**config.mk**
```make
export PLATFORM = sky130hd
export DESIGN_NAME = skin_weight_top4_normalize_flat
export DESIGN_NICKNAME = d
export VERILOG_FILES = /design/src/hdl/swtn_pkg.sv /design/src/hdl/swtn_if.sv /design/src/hdl/skin_weight_top4_normalize.sv /design/src/hdl/swtn_datapath.sv /design/src/hdl/swtn_controller.sv /design/src/flat_wrapper.sv
export SDC_FILE = /design/constraint.sdc
export NUM_CORES = 1
export LEC_CHECK = 0
export ABC_AREA = 0
export BUFFER_PORTS_ARGS = -buffer_cell sky130_fd_sc_hd__buf_2
export CORE_ASPECT_RATIO = 1.1
export CORE_UTILIZATION = 45
export DETAILED_ROUTE_END_ITERATION = 8
export HOLD_SLACK_MARGIN = 0.03
export PLACE_DENSITY_LB_ADDON = 0.08
export SLEW_MARGIN = 20
export SYNTH_ARGS = -nofsm -noshare
export SYNTH_HDL_FRONTEND = slang
export SYNTH_HIERARCHICAL = 1
export SYNTH_SLANG_ARGS = --single-unit
```
**constraint.sdc**
```tcl
create_clock -name clk -period 25.7 [get_ports clk]
set_input_delay 5.14 -clock clk [delete_from_list [all_inputs] [get_ports clk]]
set_output_delay 5.14 -clock clk [all_outputs]
set_load 0.02 [all_outputs]
```
**src/hdl/swtn_pkg.sv**
```systemverilog
// Package: shared widths, constants and command/status types for the skin weight block.
package swtn_pkg;

  // Field widths
  localparam int BONE_W   = 16;
  localparam int WEIGHT_W = 16;
  localparam int SHARE_W  = 8;
  localparam int CFG_W    = 4;

  // Register reset value and parameter defaults
  localparam logic [CFG_W-1:0] CFG_RESET = 4'd4;
  localparam int DEF_TOP_SLOTS      = 4;
  localparam int DEF_MAX_INFLUENCES = 8;

  // Result layout and normalization
  localparam int OUT_SLOTS  = 4;
  localparam int FULL_SHARE = (1 << SHARE_W) - 1;
  localparam int QUOT_BITS  = SHARE_W;
  localparam int STEP_W     = $clog2(QUOT_BITS);
  localparam int TOTAL_W    = WEIGHT_W + $clog2(OUT_SLOTS);
  localparam int NUM_W      = TOTAL_W + QUOT_BITS - 1;
  localparam int SUM_W      = SHARE_W + $clog2(OUT_SLOTS);
  localparam int ADJ_W      = SUM_W + 1;

  // Controller to datapath commands
  typedef struct packed {
    logic take;
    logic sum;
    logic setup;
    logic step;
    logic load;
  } swtn_cmd_t;

  // Datapath to controller status
  typedef struct packed {
    logic group_end;
  } swtn_status_t;

endpackage

```
**src/hdl/swtn_if.sv**
```systemverilog
// Interfaces: influence input channel and result output channel.
interface swtn_in_if;
  logic                         valid;
  logic                         ready;
  logic [swtn_pkg::BONE_W-1:0]   bone_index;
  logic [swtn_pkg::WEIGHT_W-1:0] bone_weight;

  modport source (output valid, output bone_index, output bone_weight, input ready);
  modport sink   (input valid, input bone_index, input bone_weight, output ready);
endinterface

interface swtn_out_if;
  logic                         valid;
  logic                         ready;
  logic [swtn_pkg::SHARE_W-1:0] bone_a;
  logic [swtn_pkg::SHARE_W-1:0] bone_b;
  logic [swtn_pkg::SHARE_W-1:0] bone_c;
  logic [swtn_pkg::SHARE_W-1:0] bone_d;
  logic [swtn_pkg::SHARE_W-1:0] share_a;
  logic [swtn_pkg::SHARE_W-1:0] share_b;
  logic [swtn_pkg::SHARE_W-1:0] share_c;
  logic [swtn_pkg::SHARE_W-1:0] share_d;

  modport source (output valid, output bone_a, output bone_b, output bone_c, output bone_d,
                  output share_a, output share_b, output share_c, output share_d,
                  input ready);
  modport sink   (input valid, input bone_a, input bone_b, input bone_c, input bone_d,
                  input share_a, input share_b, input share_c, input share_d,
                  output ready);
endinterface

```
**src/hdl/skin_weight_top4_normalize.sv**
```systemverilog
// Skin weight selector: keeps the four heaviest bone influences and renormalizes them to 255.
//
// Usage:
//   influence: one transaction per bone influence (bone_index, bone_weight).
//   result:    one transaction per vertex group: four bones (low 8 bits) and
//              four shares that sum to 255; slot a takes the rounding remainder.
//   cfg_write_en/cfg_write_data set the group size (0 reads as 1, values above
//   MAX_INFLUENCES read as MAX_INFLUENCES); write only while the block is idle.
// Sequence:
//   An influence that does not end a group leaves the block idle and ready.
//   The last influence of a group starts the normalize sequence: total sum,
//   setup, the shared four-lane restoring divider (one quotient bit per
//   cycle) and the load of the result register. influence.ready is low
//   from that last influence until the load.
// Reset (rst, synchronous) clears the kept list, counters and result valid and
//   sets the group size to 4. A stalled result stays in the output register;
//   the next group is still taken in, and only its final load waits.
module skin_weight_top4_normalize #(
  parameter int TOP_SLOTS      = swtn_pkg::DEF_TOP_SLOTS,
  parameter int MAX_INFLUENCES = swtn_pkg::DEF_MAX_INFLUENCES
) (
  input  logic                       clk,
  input  logic                       rst,
  input  logic                       cfg_write_en,
  input  logic [swtn_pkg::CFG_W-1:0] cfg_write_data,
  swtn_in_if.sink                    influence,
  swtn_out_if.source                 result
);
  import swtn_pkg::*;

  swtn_cmd_t    cmd;
  swtn_status_t status;

  // Sequencer
  swtn_controller u_ctrl (
    .clk       (clk),
    .rst       (rst),
    .in_valid  (influence.valid),
    .in_ready  (influence.ready),
    .out_valid (result.valid),
    .out_ready (result.ready),
    .status    (status),
    .cmd       (cmd)
  );

  // Arithmetic and storage
  swtn_datapath #(
    .TOP_SLOTS      (TOP_SLOTS),
    .MAX_INFLUENCES (MAX_INFLUENCES)
  ) u_dp (
    .clk            (clk),
    .rst            (rst),
    .cfg_write_en   (cfg_write_en),
    .cfg_write_data (cfg_write_data),
    .bone_index     (influence.bone_index),
    .bone_weight    (influence.bone_weight),
    .cmd            (cmd),
    .status         (status),
    .bone_a         (result.bone_a),
    .bone_b         (result.bone_b),
    .bone_c         (result.bone_c),
    .bone_d         (result.bone_d),
    .share_a        (result.share_a),
    .share_b        (result.share_b),
    .share_c        (result.share_c),
    .share_d        (result.share_d)
  );

endmodule

```
**src/hdl/swtn_datapath.sv**
```systemverilog
// Datapath: top-N insertion, group counting, snapshot, four-lane divider and result register.
module swtn_datapath #(
  parameter int TOP_SLOTS      = swtn_pkg::DEF_TOP_SLOTS,
  parameter int MAX_INFLUENCES = swtn_pkg::DEF_MAX_INFLUENCES
) (
  input  logic                          clk,
  input  logic                          rst,
  input  logic                          cfg_write_en,
  input  logic [swtn_pkg::CFG_W-1:0]    cfg_write_data,
  input  logic [swtn_pkg::BONE_W-1:0]   bone_index,
  input  logic [swtn_pkg::WEIGHT_W-1:0] bone_weight,
  input  swtn_pkg::swtn_cmd_t           cmd,
  output swtn_pkg::swtn_status_t        status,
  output logic [swtn_pkg::SHARE_W-1:0]  bone_a,
  output logic [swtn_pkg::SHARE_W-1:0]  bone_b,
  output logic [swtn_pkg::SHARE_W-1:0]  bone_c,
  output logic [swtn_pkg::SHARE_W-1:0]  bone_d,
  output logic [swtn_pkg::SHARE_W-1:0]  share_a,
  output logic [swtn_pkg::SHARE_W-1:0]  share_b,
  output logic [swtn_pkg::SHARE_W-1:0]  share_c,
  output logic [swtn_pkg::SHARE_W-1:0]  share_d
);
  import swtn_pkg::*;

  localparam int KC_W  = $clog2(TOP_SLOTS + 1);
  localparam int CNT_W = $clog2(MAX_INFLUENCES + 1);

  // Group size register and influence counter
  logic [CFG_W-1:0] group_cfg;
  logic [CFG_W:0]   cfg_ext;
  logic [CFG_W:0]   cfg_clamp;
  logic [CNT_W-1:0] group_size;
  logic [CNT_W-1:0] seen;
  logic [CNT_W-1:0] seen_inc;
  logic             group_end;

  // Kept list (sorted, heaviest first)
  logic [KC_W-1:0]     kept_count;
  logic [KC_W-1:0]     kept_count_next;
  logic [BONE_W-1:0]   kept_bones   [TOP_SLOTS];
  logic [WEIGHT_W-1:0] kept_weights [TOP_SLOTS];
  logic [BONE_W-1:0]   bones_next   [TOP_SLOTS];
  logic [WEIGHT_W-1:0] weights_next [TOP_SLOTS];
  logic [TOP_SLOTS-1:0] ge;

  // Snapshot of a finished group and divider lanes
  logic [SHARE_W-1:0]  cap_bone [OUT_SLOTS];
  logic [WEIGHT_W-1:0] cap_wt   [OUT_SLOTS];
  logic [SHARE_W-1:0]  snap_bone [OUT_SLOTS];
  logic [WEIGHT_W-1:0] snap_wt   [OUT_SLOTS];
  logic [TOTAL_W-1:0]  total;
  logic [NUM_W-1:0]    rem [OUT_SLOTS];
  logic [NUM_W-1:0]    divisor;
  logic [QUOT_BITS-1:0] quot [OUT_SLOTS];

  // Finishing arithmetic
  logic [SUM_W-1:0]        assigned;
  logic signed [ADJ_W-1:0] adj;
  logic [SHARE_W-1:0]      share_a_fix;

  // Result register
  logic [SHARE_W-1:0] res_bone  [OUT_SLOTS];
  logic [SHARE_W-1:0] res_share [OUT_SLOTS];

  // Effective group size: zero reads as one, clamp at the maximum
  always_comb begin
    cfg_ext = {1'b0, group_cfg};
    if (cfg_ext == '0) begin
      cfg_clamp = (CFG_W + 1)'(1);
    end else if (cfg_ext > (CFG_W + 1)'(MAX_INFLUENCES)) begin
      cfg_clamp = (CFG_W + 1)'(MAX_INFLUENCES);
    end else begin
      cfg_clamp = cfg_ext;
    end
  end

  assign group_size = CNT_W'(cfg_clamp);
  assign seen_inc   = seen + CNT_W'(1);
  assign group_end  = (seen_inc >= group_size);
  assign status.group_end = group_end;

  // Insertion: ties keep the earlier entry ahead of the new one
  for (genvar i = 0; i < TOP_SLOTS; i++) begin : g_slot
    assign ge[i] = (KC_W'(i) < kept_count) && (kept_weights[i] >= bone_weight);
    if (i == 0) begin : g_head
      assign bones_next[i]   = ge[i] ? kept_bones[i]   : bone_index;
      assign weights_next[i] = ge[i] ? kept_weights[i] : bone_weight;
    end else begin : g_tail
      assign bones_next[i]   = ge[i] ? kept_bones[i]
                                     : (ge[i-1] ? bone_index : kept_bones[i-1]);
      assign weights_next[i] = ge[i] ? kept_weights[i]
                                     : (ge[i-1] ? bone_weight : kept_weights[i-1]);
    end
  end

  assign kept_count_next = (kept_count < KC_W'(TOP_SLOTS)) ? kept_count + KC_W'(1)
                                                            : kept_count;

  // Snapshot view: empty or missing slots read as bone 0, weight 0
  for (genvar k = 0; k < OUT_SLOTS; k++) begin : g_cap
    if (k < TOP_SLOTS) begin : g_live
      assign cap_bone[k] = (KC_W'(k) < kept_count_next) ? bones_next[k][SHARE_W-1:0] : '0;
      assign cap_wt[k]   = (KC_W'(k) < kept_count_next) ? weights_next[k] : '0;
    end else begin : g_none
      assign cap_bone[k] = '0;
      assign cap_wt[k]   = '0;
    end
  end

  // Control state of the datapath
  always_ff @(posedge clk) begin
    if (rst) begin
      group_cfg  <= CFG_RESET;
      seen       <= '0;
      kept_count <= '0;
    end else begin
      if (cfg_write_en) begin
        group_cfg <= cfg_write_data;
      end
      if (cmd.take) begin
        if (group_end) begin
          seen       <= '0;
          kept_count <= '0;
        end else begin
          seen       <= seen_inc;
          kept_count <= kept_count_next;
        end
      end
    end
  end

  // Kept list payload
  always_ff @(posedge clk) begin
    if (cmd.take) begin
      kept_bones   <= bones_next;
      kept_weights <= weights_next;
    end
  end

  // Snapshot, total, numerators and divider iterations
  always_ff @(posedge clk) begin
    if (cmd.take && group_end) begin
      snap_bone <= cap_bone;
      snap_wt   <= cap_wt;
    end
    if (cmd.sum) begin
      total <= TOTAL_W'(snap_wt[0]) + TOTAL_W'(snap_wt[1])
             + TOTAL_W'(snap_wt[2]) + TOTAL_W'(snap_wt[3]);
    end
    if (cmd.setup) begin
      // w*255 as w*256 - w, plus half the total for rounding
      for (int k = 0; k < OUT_SLOTS; k++) begin
        rem[k]  <= NUM_W'({snap_wt[k], SHARE_W'(0)}) - NUM_W'(snap_wt[k])
                 + NUM_W'(total >> 1);
        quot[k] <= '0;
      end
      divisor <= NUM_W'({total, (QUOT_BITS - 1)'(0)});
    end
    if (cmd.step) begin
      // Restoring division, one quotient bit per cycle, shared divisor
      for (int k = 0; k < OUT_SLOTS; k++) begin
        if (rem[k] >= divisor) begin
          rem[k]  <= rem[k] - divisor;
          quot[k] <= {quot[k][QUOT_BITS-2:0], 1'b1};
        end else begin
          quot[k] <= {quot[k][QUOT_BITS-2:0], 1'b0};
        end
      end
      divisor <= divisor >> 1;
    end
  end

  // Remainder of 255 goes to slot a, clamped to the share range
  always_comb begin
    assigned = SUM_W'(quot[0]) + SUM_W'(quot[1]) + SUM_W'(quot[2]) + SUM_W'(quot[3]);
    adj = $signed(ADJ_W'(quot[0])) + $signed(ADJ_W'(FULL_SHARE))
        - $signed({1'b0, assigned});
    if (adj < 0) begin
      share_a_fix = '0;
    end else if (adj > $signed(ADJ_W'(FULL_SHARE))) begin
      share_a_fix = SHARE_W'(FULL_SHARE);
    end else begin
      share_a_fix = adj[SHARE_W-1:0];
    end
  end

  // Result register
  always_ff @(posedge clk) begin
    if (cmd.load) begin
      for (int k = 0; k < OUT_SLOTS; k++) begin
        if (total == '0) begin
          // zero total: first kept bone takes the full share
          res_bone[k]  <= (k == 0) ? snap_bone[k] : '0;
          res_share[k] <= (k == 0) ? SHARE_W'(FULL_SHARE) : '0;
        end else begin
          res_bone[k]  <= snap_bone[k];
          res_share[k] <= (k == 0) ? share_a_fix : quot[k];
        end
      end
    end
  end

  assign bone_a  = res_bone[0];
  assign bone_b  = res_bone[1];
  assign bone_c  = res_bone[2];
  assign bone_d  = res_bone[3];
  assign share_a = res_share[0];
  assign share_b = res_share[1];
  assign share_c = res_share[2];
  assign share_d = res_share[3];

endmodule

```
**src/hdl/swtn_controller.sv**
```systemverilog
// Controller: sequences insertion, total, divider steps and the result handshake.
module swtn_controller (
  input  logic                   clk,
  input  logic                   rst,
  input  logic                   in_valid,
  output logic                   in_ready,
  output logic                   out_valid,
  input  logic                   out_ready,
  input  swtn_pkg::swtn_status_t status,
  output swtn_pkg::swtn_cmd_t    cmd
);
  import swtn_pkg::*;

  typedef enum logic [4:0] {
    S_IDLE  = 5'b00001,
    S_SUM   = 5'b00010,
    S_SETUP = 5'b00100,
    S_DIV   = 5'b01000,
    S_FIN   = 5'b10000
  } state_t;

  state_t            state;
  state_t            state_next;
  logic [STEP_W-1:0] step;
  logic              out_full;

  // Next state and commands
  always_comb begin
    cmd        = '0;
    state_next = state;
    in_ready   = (state == S_IDLE);
    cmd.take   = in_valid && in_ready;
    unique case (state)
      S_IDLE: begin
        if (cmd.take && status.group_end) begin
          state_next = S_SUM;
        end
      end
      S_SUM: begin
        cmd.sum    = 1'b1;
        state_next = S_SETUP;
      end
      S_SETUP: begin
        cmd.setup  = 1'b1;
        state_next = S_DIV;
      end
      S_DIV: begin
        cmd.step = 1'b1;
        if (step == STEP_W'(QUOT_BITS - 1)) begin
          state_next = S_FIN;
        end
      end
      S_FIN: begin
        // wait here while the previous result is still held
        if (!out_full || out_ready) begin
          cmd.load   = 1'b1;
          state_next = S_IDLE;
        end
      end
      default: begin
        state_next = S_IDLE;
      end
    endcase
  end

  // State, step counter and output valid flag
  always_ff @(posedge clk) begin
    if (rst) begin
      state    <= S_IDLE;
      step     <= '0;
      out_full <= 1'b0;
    end else begin
      state <= state_next;
      if (state == S_DIV) begin
        step <= step + STEP_W'(1);
      end else begin
        step <= '0;
      end
      if (cmd.load) begin
        out_full <= 1'b1;
      end else if (out_ready) begin
        out_full <= 1'b0;
      end
    end
  end

  assign out_valid = out_full;

endmodule

```
**src/flat_wrapper.sv**
```systemverilog
// flat-port wrapper written by rule: the top's interface ports become plain ports
module skin_weight_top4_normalize_flat import swtn_pkg::*;
#(
  parameter int TOP_SLOTS      = swtn_pkg::DEF_TOP_SLOTS,
  parameter int MAX_INFLUENCES = swtn_pkg::DEF_MAX_INFLUENCES
)
  (clk, rst, cfg_write_en, cfg_write_data, influence_valid, influence_bone_index, influence_bone_weight, influence_ready, result_valid, result_bone_a, result_bone_b, result_bone_c, result_bone_d, result_share_a, result_share_b, result_share_c, result_share_d, result_ready);
  swtn_in_if influence_i ();
  swtn_out_if result_i ();
  input  logic clk;
  input  logic rst;
  input  logic cfg_write_en;
  input  logic [swtn_pkg::CFG_W-1:0] cfg_write_data;
  input wire logic [$bits(influence_i.valid)-1:0] influence_valid;
  input wire logic [$bits(influence_i.bone_index)-1:0] influence_bone_index;
  input wire logic [$bits(influence_i.bone_weight)-1:0] influence_bone_weight;
  output wire logic [$bits(influence_i.ready)-1:0] influence_ready;
  output wire logic [$bits(result_i.valid)-1:0] result_valid;
  output wire logic [$bits(result_i.bone_a)-1:0] result_bone_a;
  output wire logic [$bits(result_i.bone_b)-1:0] result_bone_b;
  output wire logic [$bits(result_i.bone_c)-1:0] result_bone_c;
  output wire logic [$bits(result_i.bone_d)-1:0] result_bone_d;
  output wire logic [$bits(result_i.share_a)-1:0] result_share_a;
  output wire logic [$bits(result_i.share_b)-1:0] result_share_b;
  output wire logic [$bits(result_i.share_c)-1:0] result_share_c;
  output wire logic [$bits(result_i.share_d)-1:0] result_share_d;
  input wire logic [$bits(result_i.ready)-1:0] result_ready;
  assign influence_i.valid = influence_valid;
  assign influence_i.bone_index = influence_bone_index;
  assign influence_i.bone_weight = influence_bone_weight;
  assign influence_ready = influence_i.ready;
  assign result_valid = result_i.valid;
  assign result_bone_a = result_i.bone_a;
  assign result_bone_b = result_i.bone_b;
  assign result_bone_c = result_i.bone_c;
  assign result_bone_d = result_i.bone_d;
  assign result_share_a = result_i.share_a;
  assign result_share_b = result_i.share_b;
  assign result_share_c = result_i.share_c;
  assign result_share_d = result_i.share_d;
  assign result_i.ready = result_ready;
  skin_weight_top4_normalize #(.TOP_SLOTS(TOP_SLOTS), .MAX_INFLUENCES(MAX_INFLUENCES)) u_core (.clk(clk), .rst(rst), .cfg_write_en(cfg_write_en), .cfg_write_data(cfg_write_data), .influence(influence_i), .result(result_i));
endmodule
```
# Word level (Yosys, flattened, before mapping)
# Memories as Yosys holds them, arrays and structs flattened.
# Index checks and enable logic that the tools add are counted.
[totals] register_bits=255 ram_bits=196 in_bits=41 output_inout_bits=66 word_cells=203 n_memories=4
[op_classes] n_addsub=23 magnitude_cmp=21 n_eq_ne=9 muxes=86 bitwise=21 reduce_logical=14
[memory_table] name="u_core.u_dp.rem" words=4 width=25 read_ports=4 rd_ports_with_merged_regs=0 write_ports=4 line_no="swtn_datapath.sv:52" text="logic [NUM_W-1:0] rem [OUT_SLOTS];"
[memory_table] name="u_core.u_dp.quot" words=4 width=8 read_ports=4 rd_ports_with_merged_regs=0 write_ports=4 line_no="swtn_datapath.sv:54" text="logic [QUOT_BITS-1:0] quot [OUT_SLOTS];"
[memory_table] name="u_core.u_dp.res_bone" words=4 width=8 read_ports=4 rd_ports_with_merged_regs=0 write_ports=4 line_no="swtn_datapath.sv:62" text="logic [SHARE_W-1:0] res_bone [OUT_SLOTS];"
[memory_table] name="u_core.u_dp.res_share" words=4 width=8 read_ports=4 rd_ports_with_merged_regs=0 write_ports=4 line_no="swtn_datapath.sv:63" text="logic [SHARE_W-1:0] res_share [OUT_SLOTS];"
[ops] operator="$mux W8" n=25
[ops] operator="$mux W16" n=7
[ops] operator="$add A25 B17 Y25" n=4
[ops] operator="$ge A25 B25 Y1" n=4
[ops] operator="$mux W25" n=4
[ops] operator="$sub A24 B16 Y25" n=4
[ops] operator="$sub A25 B25 Y25" n=4
[ops] operator="$ge A16 B16 Y1" n=4
[ops] operator="$mux W24" n=2
[ops] operator="$mux W1" n=39
[ops] operator="$pmux W5 S5" n=1
[ops] operator="$or A1 B1 Y1" n=20
[ops] operator="$add A17 B16 Y18" n=1
[ops] operator="$add A18 B16 Y18" n=1
[ops] operator="$logic_not A18 Y1" n=1
[ops] operator="$add A16 B16 Y17" n=1
[ops] operator="$mux W5" n=3
[ops] operator="$lt A1 B3 Y1 const A" n=4
[ops] operator="$lt A2 B3 Y1 const A" n=4
[ops] operator="$mux W4" n=3
[ops] operator="$gt A11 B9 Y1 const B" n=1
[ops] operator="$lt A11 B1 Y1 const B" n=1
[ops] operator="$sub A9 B10 Y11" n=1
[ops] operator="$add A10 B8 Y10" n=1
[ops] operator="other kinds (25)" n=34

# Depth between registers and ports, before layout
# An unclocked memory read counts as a cell.
[depth] ltp_word=9 mapped_depth=16 ltp_nobuf=16

# Modules after synthesis
# Netlist, hierarchy kept.
[by_module_without_submodules] module="swtn_datapath" instances=1 cells_per_inst=3085 area_each_um2=32269.7 seq_area_each_um2=13152.6
[by_module_without_submodules] module="swtn_controller" instances=1 cells_per_inst=51 area_each_um2=490.5 seq_area_each_um2=180.2

# Worst setup path after synthesis
# No wires, ideal clock.
[synth_path] path_kind="input to register" from="input influence_valid" to="register u_core.u_dp.kept_count[0]" t_arrival_ns=12.863 required_ns=25.578 path_slack_ns=12.715 cell_stages=6 n_path_buf=2 cell_sequence="and3_1 clkbuf_1 nor2b_1 or2_2 clkbuf_1 nor2_1"
[synth_via] elab_chain_len=1
[synth_rtl] element="start, declared" line_no="flat_wrapper.sv:14" text="input wire logic [$bits(influence_i.valid)-1:0] influence_valid;"
[synth_rtl] element="$logic_and A1 B1 Y1" line_no="swtn_controller.sv:32" text="cmd.take = in_valid && in_ready;"
[synth_rtl] element="end signal, assigned" line_no="swtn_datapath.sv:126" text="kept_count <= kept_count_next;"
[synth_rtl] element="end, declared" line_no="swtn_datapath.sv:38" text="logic [KC_W-1:0] kept_count;"
# No other way between the ends.
# A chain may end at the register's enable or synchronous reset.

# Worst setup path in the final report
[layout_path] from="input influence_bone_weight[0]" to="register u_core/u_dp/snap_wt[1] (netlist name) (data pin)"
[layout_via] elab_chain_len=4 elab_cells_between_ends=6 classes_between="order compare: 2; mux: 2; reduce/logical: 2"
[layout_rtl] element="start, declared" line_no="flat_wrapper.sv:16" text="input wire logic [$bits(influence_i.bone_weight)-1:0] influence_bone_weight;"
[layout_rtl] element="$ge A16 B16 Y1" line_no="swtn_datapath.sv:84" text="assign ge[i] = (KC_W'(i) < kept_count) && (kept_weights[i] >= bone_weight);"
[layout_rtl] element="$logic_and A1 B1 Y1" line_no="swtn_datapath.sv:84"
[layout_rtl] element="$mux W16" line_no="swtn_datapath.sv:92" text=": (ge[i-1] ? bone_weight : kept_weights[i-1]);"
[layout_rtl] element="$mux W16 (*)" line_no="swtn_datapath.sv:91" text="assign weights_next[i] = ge[i] ? kept_weights[i]"
[layout_rtl] element="end signal, assigned" line_no="swtn_datapath.sv:144" text="snap_wt <= cap_wt;"
[layout_rtl] element="end, declared" line_no="swtn_datapath.sv:50" text="logic [WEIGHT_W-1:0] snap_wt [OUT_SLOTS];"
# Mark *: on every way between the ends. The rest lies on a longest branch, timed or not.

==> results.py <==
metrics = {
    "outcome": {
        "run_status": "finished clean",
    },
    "clock_network": {
        "cts_sinks": 451,
        "ctsResizeCount": 0,
        "postCtsHoldBufs": 0,
        "clk_pin_slew_ns": 0.06,
        "clockRootBuffer": "clkbuf_16",
        "cts_made_buffers": 54,
        "cts_buffer_depth": 3,
        "clk_latency_ns": 0.63,
        "cts_tree": "built",
        "htreeDepth": 2,
        "cts_setup_buffers": 0,
    },
    "detailed_routing": {
        "vias": 23657,
        "drt_iter0_drc": 1338,
        "finalWirelength_um": 88900,
        "first_pass_iters": 5,
        "ant_nets": 0,
        "drc_errors": 0,
        "post_drt_wl_per_cell_um": 21.1,
        "viasPerCell": 5.62,
    },
    "place": {
        "numPortBuffers": 98,
        "hpwl_um": 66300,
        "place_inst": 4107,
        "place.gp.congestion": 0.883,
    },
    "setup_path": {
        "path_class": "in -> reg",
        "regToRegSetupSlack_ns": 20.95,
        "crit_path_end_kind": "register",
        "r2r_cells": 13,
        "r2r_end": "u_core/u_dp/rem[1][17]$_DFFE_PP_",
        "required_ns": 26.09,
        "crit_path_start_kind": "primary input",
        "worstPathArrival_ns": 9.19,
        "cp_max_fo": 64,
        "startpoint": "influence_bone_weight[0]",
        "timing.rr.start": "u_core/u_dp/divisor[1]$_SDFFCE_PN0P_",
    },
    "sta": {
        "max_clock_freq_mhz": 114,
        "setup_tns_ns": 0,
        "hold_slack_ns": 0.426,
        "hold_viol_final": 0,
        "rsz0062_at_grt": "no",
        "maxSlewViolCount": 0,
        "slew_headroom": 0.260,
        "min_period_ns": 8.80,
        "clock-skew-final_ns": 0.0169,
        "finalSetupViolations": 0,
        "worst_pin_slew_ns": 1.11,
        "finalCritPeriodShare": 0.342,
    },
    "worst_hold_path": {
        "hold_path.class": "reg -> reg",
        "hold_depth": 1,
        "min_to": "u_core/u_ctrl/step[0]$_SDFF_PP0_",
        "hp-start": "u_core/u_ctrl/step[0]$_SDFF_PP0_",
    },
    "logic_synthesis": {
        "yosysWarnings": 6,
        "syn-num-nets": 3602,
        "synth_cells": 3136,
        "syn-cell-area_um2": 32800,
        "synth-main-ff-cell": "edfxtp_1",
        "ys_types": 85,
        "synth_enable_flop_cells": 430,
        "synthArstFlopShare": 0,
        "synth_area_per_cell_um2": 10.4,
        "seq_area_frac_synth": 0.407,
        "ys_ff_latch": 451,
    },
    "finish": {
        "post-route-util": 0.503,
        "num_antenna_cells": 0,
        "fill_cells": 6597,
        "finalNetCount": 3685,
        "area_growth_syn_to_layout_pct": 10.4,
        "fin_cells": 4206,
        "layout-drive-gt1-share": 0.0911,
    },
    "floorplan": {
        "die-area_um2": 73900,
        "design.core.area_um2": 71900,
        "pin_count": 107,
        "rows": 103,
        "initial_core_util": 0.456,
        "die_y_um": 285,
        "dieWidth_um": 259,
    },
    "pwr": {
        "power_density_nw_per_um2": 72.9,
        "power_leakage_nw": 15.2,
        "vdd_drop_max_v": 0.0000606,
        "power_w": 0.00264,
    },
    "grt": {
        "grt_max_degree": 86,
        "grt_pass1_wl_um": 137000,
        "grt_antenna_before_repair": 1,
        "busiest_layer": "met2",
        "grt_util_met2": 0.394,
        "grtUsageMet3": 0.0279,
        "grt-ovfl-total": 0,
        "grt_usage": 0.241,
        "grt_pass1_vias": 23747,
        "met1_usage": 0.333,
    },
    "job": {
        "drv_cap": 0,
    },
}
## worst max-delay path by stage
stage,end,slack (ns),cells past startpoint
CTS,u_core/u_dp/snap_wt[18]$_SDFFCE_PP0P_,16.58,13
finish,u_core/u_dp/snap_wt[1]$_SDFFCE_PP0P_,16.90,14
global placement,u_core/u_dp/snap_wt[18]$_SDFFCE_PP0P_,15.98,13
detailed placement,u_core/u_dp/snap_wt[18]$_SDFFCE_PP0P_,15.91,13
global route,u_core/u_dp/snap_wt[1]$_SDFFCE_PP0P_,16.72,14
floorplan,u_core/u_dp/kept_count[0]$_SDFFE_PP0P_,12.71,6
## power by group
part	switching (W)	internal, W
combinational	0.000483	0.000340
sequential	0.0000573	0.000930
clock	0.000329	0.000498
total	0.000869	0.00177
## state kept, by name, indices dropped and copies added (netlist names)
name	flops
u_core/u_dp/rem	100
u_core/u_dp/kept_weights	64
u_core/u_dp/snap_wt	64
u_core/u_dp/kept_bones	32
u_core/u_dp/quot	32
u_core/u_dp/res_bone	32
u_core/u_dp/res_share	32
u_core/u_dp/snap_bone	32
u_core/u_dp/divisor	25
u_core/u_dp/total	18
u_core/u_ctrl/state	5
u_core/u_dp/group_cfg	4
u_core/u_dp/seen	4
u_core/u_ctrl/step	3
u_core/u_dp/kept_count	3
u_core/u_ctrl/out_valid	1
## cells in the mapped netlist, types with 42 or more instances
master / count / area (um2)
o21a_1: 53 / 398
o21ai_0: 160 / 801
mux2i_1: 98 / 981
clkbuf_1: 59 / 221
a211oi_1: 61 / 458
xnor2_1: 131 / 1150
inv_1: 283 / 1060
mux2_2: 42 / 473
fa_1: 89 / 1780
a21oi_1: 303 / 1520
ha_1: 336 / 4200
nand2_1: 143 / 537
edfxtp_1: 430 / 12900
xor2_1: 68 / 596
and2_1: 91 / 569
nor2_1: 222 / 833
a21o_1: 124 / 931
## per-layer routing
metal  wire, um  share of wire  vias up
li1           -              -    11536
met1      41200           0.46    11541
met2      41500           0.47      468
met3       3580          0.040      110
met4       2590          0.029        2
met5         10        0.00011        -
## cell type report
class	count	area [um2]	share of cell area
well taps	945	1180	0.0327
inverters	284	1070	0.0295
clock buffers	59	1370	0.0379
multi-input cells	2307	18000	0.498
repair buffers	121	671	0.0186
clock inverters	39	533	0.0147
flip-flops and latches	451	13300	0.369
## cells by family after synthesis
kind of cell	after synthesis	synth area share
AOI/OAI and AO/OA	858	0.164
xor gates and xnor gates	199	0.0532
adders and majority gates	425	0.183
buffers and inverters	378	0.0461
DFF	451	0.407
muxes	141	0.0448
and+or+nand+nor	684	0.102
## cells in the final DEF, fill, tap and decap left out, types with 22 or more instances in the layout
cell,netlist,routed
nand3_1,37,37
clkbuf_16,0,54
nor2b_1,37,35
a21o_1,124,123
xor2_1,68,68
edfxtp_1,430,430
mux2_2,42,42
inv_1,283,283
a211oi_1,61,61
o21a_1,53,53
buf_2,19,98
buf_4,6,22
mux2i_1,98,98
nand2_1,143,143
o21ai_0,160,160
xnor2_1,131,131
a21oi_1,303,303
fa_1,89,89
and2_1,91,91
ha_1,336,336
nand2b_1,34,34
nor3_1,26,26
nor2_1,222,220
nand4_1,25,25
## metrics by stage
stage / setup slack [ns] / cell area [um2]
global route: 16.72 / 36200
CTS: 16.58 / 36100
floorplan: 12.71 / 32800
detailed placement: 15.91 / 34200
global placement: 15.98 / 34200
finish: 16.90 / 36200
## critical path, cell delays in order
cell and delay, ns:
buf_2 0.15, ha_1 0.29, nand2b_1 0.14, a21o_1 0.18, a21o_1 0.18, a21o_1 0.17, a21o_1 0.19, a211oi_1 0.30
o21bai_1 0.16, a22oi_2 0.59, buf_4 0.39, buf_4 0.62, mux2i_1 0.20, a211oi_1 0.43
Note: power is estimated with default switching activity, not from simulation.
